File: src/hw/rtl/psrs_pkg.sv
// psrs_pkg: shared constants, payload structs and control/status types
`default_nettype none
package psrs_pkg;

  // table geometry and field widths
  localparam int MAX_ELEMENTS = 1024;
  localparam int VALUE_BITS   = 16;
  localparam int ADDR_W       = (MAX_ELEMENTS > 1) ? $clog2(MAX_ELEMENTS) : 1;
  localparam int COUNT_W      = $clog2(MAX_ELEMENTS + 1);
  localparam int SUM_W        = 26;
  localparam int ELEM_W       = 16;
  localparam int INDEX_W      = 10;
  localparam int ELEM_COUNT_W = 11;

  typedef enum logic [1:0] {
    OP_CLEAR  = 2'd0,
    OP_APPEND = 2'd1,
    OP_SUM    = 2'd2,
    OP_SEARCH = 2'd3
  } opcode_t;

  typedef struct packed {
    opcode_t              opcode;
    logic [ELEM_W-1:0]    elem_value;
    logic [INDEX_W-1:0]   query_index;
    logic [SUM_W-1:0]     search_target;
  } in_t;

  typedef struct packed {
    logic [SUM_W-1:0]        answer;
    logic                    error_flag;
    logic [ELEM_COUNT_W-1:0] elem_count;
  } out_t;

  // what the result register captures when an item finishes
  typedef enum logic [1:0] {
    FIN_ZERO  = 2'd0,
    FIN_ERR   = 2'd1,
    FIN_RDATA = 2'd2,
    FIN_LO    = 2'd3
  } fin_sel_t;

  typedef struct packed {
    logic     load;
    logic     clear;
    logic     append;
    logic     rd_query;
    logic     search_init;
    logic     probe;
    logic     step;
    logic     fin;
    fin_sel_t fin_sel;
  } psrs_cmd_t;

  typedef struct packed {
    opcode_t op;
    logic    full;
    logic    idx_bad;
    logic    search_bad;
    logic    lo_lt_hi;
  } psrs_stat_t;

endpackage
`default_nettype wire

File: src/hw/rtl/psrs_ctrl.sv
// psrs_ctrl: sequencer for one item at a time, issues datapath commands
`default_nettype none
module psrs_ctrl (
  input  wire logic                 clk,
  input  wire logic                 rst_n,
  input  wire logic                 start,
  output logic                      busy,
  output logic                      out_valid,
  input  wire psrs_pkg::psrs_stat_t stat,
  output psrs_pkg::psrs_cmd_t       cmd
);
  import psrs_pkg::*;

  typedef enum logic [2:0] {
    S_IDLE,
    S_EXEC,
    S_SUM_WAIT,
    S_SRCH,
    S_PROBE_WAIT
  } state_t;

  state_t state_r, state_nxt;
  logic   out_valid_r;

  always_comb begin
    cmd       = '0;
    state_nxt = state_r;
    unique case (state_r)
      S_IDLE: begin
        if (start) begin
          cmd.load  = 1'b1;
          state_nxt = S_EXEC;
        end
      end
      S_EXEC: begin
        unique case (stat.op)
          OP_CLEAR: begin
            cmd.clear   = 1'b1;
            cmd.fin     = 1'b1;
            cmd.fin_sel = FIN_ZERO;
            state_nxt   = S_IDLE;
          end
          OP_APPEND: begin
            cmd.append  = !stat.full;
            cmd.fin     = 1'b1;
            if (stat.full) begin
              cmd.fin_sel = FIN_ERR;
            end else begin
              cmd.fin_sel = FIN_ZERO;
            end
            state_nxt   = S_IDLE;
          end
          OP_SUM: begin
            if (stat.idx_bad) begin
              cmd.fin     = 1'b1;
              cmd.fin_sel = FIN_ERR;
              state_nxt   = S_IDLE;
            end else begin
              cmd.rd_query = 1'b1;
              state_nxt    = S_SUM_WAIT;
            end
          end
          OP_SEARCH: begin
            if (stat.search_bad) begin
              cmd.fin     = 1'b1;
              cmd.fin_sel = FIN_ERR;
              state_nxt   = S_IDLE;
            end else begin
              cmd.search_init = 1'b1;
              state_nxt       = S_SRCH;
            end
          end
          default: state_nxt = S_IDLE;
        endcase
      end
      S_SUM_WAIT: begin
        cmd.fin     = 1'b1;
        cmd.fin_sel = FIN_RDATA;
        state_nxt   = S_IDLE;
      end
      S_SRCH: begin
        if (stat.lo_lt_hi) begin
          cmd.probe = 1'b1;
          state_nxt = S_PROBE_WAIT;
        end else begin
          cmd.fin     = 1'b1;
          cmd.fin_sel = FIN_LO;
          state_nxt   = S_IDLE;
        end
      end
      S_PROBE_WAIT: begin
        cmd.step  = 1'b1;
        state_nxt = S_SRCH;
      end
      default: state_nxt = S_IDLE;
    endcase
  end

  always_ff @(posedge clk) begin
    if (!rst_n) begin
      state_r     <= S_IDLE;
      out_valid_r <= 1'b0;
    end else begin
      state_r     <= state_nxt;
      out_valid_r <= cmd.fin;
    end
  end

  assign busy      = (state_r != S_IDLE);
  assign out_valid = out_valid_r;

endmodule
`default_nettype wire

File: config.mk
export PLATFORM = sky130hd
export DESIGN_NAME = psrs_ctrl
export DESIGN_NICKNAME = d
export VERILOG_FILES = /design/src/hw/rtl/psrs_pkg.sv /design/src/hw/rtl/psrs_ctrl.sv
export SDC_FILE = /design/constraint.sdc
export NUM_CORES = 1
export LEC_CHECK = 0
export BUFFER_PORTS_ARGS = -buffer_cell sky130_fd_sc_hd__buf_2
export CORE_AREA = 2 2 39 41
export DETAILED_ROUTE_END_ITERATION = 10
export DIE_AREA = 0 0 41 43
export GPL_TIMING_DRIVEN = 1
export MAX_ROUTING_LAYER = met4
export PLACE_DENSITY = 0.48
export SLEW_MARGIN = 20
export SYNTH_ARGS = -nofsm -noshare
export SYNTH_HDL_FRONTEND = slang
export SYNTH_SLANG_ARGS = --single-unit
File: constraint.sdc
create_clock -name clk -period 1.8 [get_ports clk]
set_clock_uncertainty 0.15 [all_clocks]
set_input_delay 0.36 -clock clk [delete_from_list [all_inputs] [get_ports clk]]
set_output_delay 0.36 -clock clk [all_outputs]
set_load 0.01 [all_outputs]
==> Word level (Yosys, flattened, before mapping) <==
Index checks and enable logic that the tools add are counted.
{ "totals": {"reg_bits": 4, "inputBits": 9} }
{ "op_classes": {"eq_ne": 8, "n_mux": 24, "n_reduce_logical": 5} }
{ "ops": {"columns": ["op", "n"], "rows": [
  ["case mux 3 bit (4 select lines)", 2],
  ["case mux 3 bit (3 select lines)", 2],
  ["2-to-1 mux 3 bit", 5],
  ["2-to-1 mux 1 bit", 12],
  ["== test 3 x 2 -> 1 bit, second input constant", 2],
  ["== test 2 bit, second input constant", 2],
  ["2-to-1 mux 2 bit", 2],
  ["2-to-1 mux 4 bit", 1],
  ["== test 3 x 1 -> 1 bit, second input constant", 1],
  ["== test 3 bit, second input constant", 1],
  ["logical NOT 3 bit", 1],
  ["nonzero test 3 bit", 1],
  ["== test 2 x 1 -> 1 bit, second input constant", 1],
  ["logical NOT 2 bit", 1],
  ["!= test 2 bit, second input constant", 1],
  ["OR reduction 2 bit", 1],
  ["logical NOT 1 bit", 1]
]} }

==> Logic depth before layout (Yosys ltp) <==
{ "depth": {"ltp_word": 4, "mapped_depth": 3, "mapped_depth_nobuf": 3} }

==> Least setup slack after synthesis <==
Ideal clock, no wire load.
{ "synth_timing": {"kind": "flip-flop to output port", "startpoint": "register state_r[0]", "endpoint": "output port cmd[6] in the netlist's numbering", "arrival_ns": 1.051, "slack_ns": 0.239, "stages_incl_launch_ff": 4, "path_cell_list": "dfxtp_1 -> nor2b_1 -> nand3_1 -> nor3_1"} }
{ "synth_rtl": {"columns": ["element", "line", "text"], "rows": [
  ["from (decl)", "psrs_ctrl.sv:22", "state_t state_r, state_nxt;"],
  ["from (signal assigned)", "psrs_ctrl.sv:104", "state_r <= state_nxt;"],
  ["to (decl)", "psrs_ctrl.sv:10", "output psrs_pkg::psrs_cmd_t cmd"]
]} }

==> results.yml <==
power_and_ir_drop:
  peakVddDrop_v: 0.000136
  p_seq_frac: 0.335
  p_int_uw: 202
  power.share.clock: 0.403
  power_density_mw_per_mm2: 544
  finalPower_uw: 280
  swShare: 0.279
  p_sw_uw: 78.2
  power_leakage_uw: 0.000242
  p_comb_frac: 0.262
sta:
  final-setup-viol-count: 0
  slew_headroom: 0.787
  timing.final.crit_share: 0.972
  fmax_mhz: 571
  worstMarginPinSlew_ns: 0.314
  finalMaxSlewViolations: 0
  fin_crit_ns: 1.75
  hold_violations: 0
  rsz0062_at_grt: "true"
detailed_routing:
  dr_total_vias: 364
  drtAntennaViolNets: 0
  postRouteWirelength_um: 862
  vias_per_cell: 4.61
  avgRoutedWirePerCell_um: 10.9
  drt_iter0_drc: 8
  route.detailed.drc: 0
  firstDrtPassIters: 4
clock_tree:
  root_buffer: "clkbuf_4"
  cts_tree: "done"
  h-tree-depth: 1
  insertion_delay_ns: 0.24
  clk_pin_slew_worst_paths_ns: 0.04
  cts_hold_buffers: 0
  clk_path_buf_depth: 2
  clock-sinks: 4
  cts_buffers: 3
synthesis:
  synth_top_area_frac: 0.275
  synth_top_family_by_area: "simple AND/OR/NAND/NOR gates"
  yosysSeqAreaShare: 0.275
  yosysTopAreaCell: "dfxtp_1"
  synthAdderAreaFrac: 0
  synth-seq-cells: 4
  synth_xor_area_frac: 0
  synth_area_leaders: "dfxtp_1 (27%), and2_1 (6.4%), nor2b_1 (6.4%)"
  synth-compound-area-share: 0.163
  synthMuxAreaShare: 0.0343
  yosysWarnings: 0
  ys_types: 22
  synth_nets: 45
  netlist_area_sq_um: 292
  synth_simple_gate_area_frac: 0.502
  avgSynthCellArea_sq_um: 8.10
  synth_cells: 36
setup_path:
  worst-path-buf-inv: 2
  slowest_stage: "dfxtp_4"
  worstSetupStartpointType: "flop"
  reg2reg_from: "state_r[0]$_SDFFE_PN0P_"
  critPathTopFamily: "flip-flops"
  reg2regPathDepth: 4
  worstPathArrival_ns: 1.24
  crit_cells: 5
  cp_max_fo: 6
  worstSetupEndpointType: "output port"
  required_ns: 1.29
  setup.worst_path.start: "state_r[0]$_SDFFE_PN0P_"
  ff2ff_setup_slack_ns: 0.60
  r2r-end: "state_r[2]$_SDFFE_PN0P_"
  cpPeakStageDelay_ns: 0.36
  path_cells: "nor2b_4, buf_4, nand2_1, a31oi_1, buf_2"
  path_class: "reg2out"
cells_and_area:
  final_nets: 74
  syn_to_final_growth_pct: 76.8
  n_fill_cell: 151
  drive_gt1_frac: 0.635
  diodes: 0
  final_util: 0.373
floorplanning:
  rows: 14
  die_h_um: 43
  die_w_um: 41
  start_util: 0.211
  core_sq_mm: 0.00138
  ioPinCount: 21
  dieArea_sq_mm: 0.00176
placed_design:
  gp_congestion: 0.685
  dp_hpwl_um: 637
  portBuffers: 20
global_route:
  grt_pass1_wl_um: 1280
  grt_pass1_vias: 298
  grt-ovfl-total: 0
  grt_max_degree: 9
  antenna_found_initial: 0
  grt_use_total: 0.111
worst_hold_path:
  hold_end: "out_valid$_SDFF_PN0_"
  min_path_type: "in2reg"
  hold_start: "rst_n"
  whs_path_depth: 2
flow_run:
  maxCapViolations: 0
run_status:
  status: "complete, no violations"
[per-layer routing]
metal  global-route usage  vias up  share of wire
met2                0.134       20           0.43
met1                0.151      154           0.47
met4                0.100        0          0.029
met5                    -        -              0
met3               0.0157        2          0.072
li1                     -      188              -
[Yosys cell counts]
master,count
nor2b_1,3
nand2_1,3
a31oi_1,2
mux2i_1,1
nand3b_1,2
and2_1,3
inv_1,1
o211ai_1,1
nor4b_2,1
nand3_1,1
nand2b_1,1
o21ai_1,1
nor3b_1,1
and3_1,2
nor2_1,2
a2111oi_2,1
a211oi_1,1
nor3_1,2
dfxtp_1,4
nor3b_2,1
inv_2,1
or3_1,1
[registers in the layout, indices dropped and copies added, names as in the netlist]
name	cells
out_valid	1
state_r	3
[logic make-up after synthesis]
kind of cell | Yosys count
and+or+nand+nor | 23
muxes | 1
AOI/OAI and AO/OA | 6
buffers and inverters | 2
DFF | 4
[cells in the final DEF, fill, tap and decap left out]
master and n:
inv_2 1, nor2_2 1, buf_2 20, and2_1 3, dfxtp_1 1, o211ai_1 1, clkbuf_4 3, nor2_1 1
and3_1 2, nor3b_2 1, nand2b_1 1, nor2b_4 1, a31oi_1 2, buf_4 3, dfxtp_2 1, inv_1 1
or3_4 1, nand2_1 2, o21ai_1 1, a211oi_1 1, nand2_2 1, nor4b_2 1, dfxtp_4 2, nand3b_1 2
nand3_2 1, mux2i_2 1, nor2b_1 2, nor3_1 2, a2111oi_4 1, nor3b_1 1, buf_6 1
[final cells by class]
| type | instances | area, sq um | share of cell area |
|---|---|---|---|
| repair buffers | 24 | 134 | 0.260 |
| well taps | 16 | 20.0 | 0.0388 |
| inverters | 2 | 7.51 | 0.0146 |
| flip-flops and latches | 4 | 88.8 | 0.172 |
| multi-input cells | 30 | 243 | 0.471 |
| clock buffers | 3 | 22.5 | 0.0437 |
[power groups by stage]
| stage | sequential [uW] | clock [uW] | combinational, uW |
|---|---|---|---|
| final | 93.8 | 113 | 73.4 |
| after global routing | 94.3 | 120 | 81.2 |
| after CTS | 95.6 | 118 | 62.8 |
| after detailed placement | 96.4 | 0 | 61.0 |
| after global placement | 96.5 | 0 | 60.4 |
| after floorplan | 96.5 | 0 | 28.9 |
[what timing repair did]
action                                  CTS  global route
endpoints found under the setup margin    6             6
resized for setup                         4            10
setup buffers                             0             1
pin swaps                                 1             0
[worst max path at each step]
| stage | end |
|---|---|
| after detailed placement | cmd[2] |
| final | cmd[0] |
| after CTS | cmd[2] |
| after floorplan | cmd[6] |
| after global routing | cmd[7] |
| after global placement | cmd[5] |
[through the flow]
stage	TNS [ns]	setup slack (ns)	instance area (sq um)	cells	hold slack, ns
global route	-0.0242	-0.0165	515	79	0.263
global placement	0	0.0570	434	75	0.417
CTS	0	0.00240	467	78	0.246
floorplan	0	0.239	292	36	0.332
detailed placement	0	0.0674	434	75	0.423
finish	0	0.0501	515	79	0.253
Power figures use the tool's default switching activity.
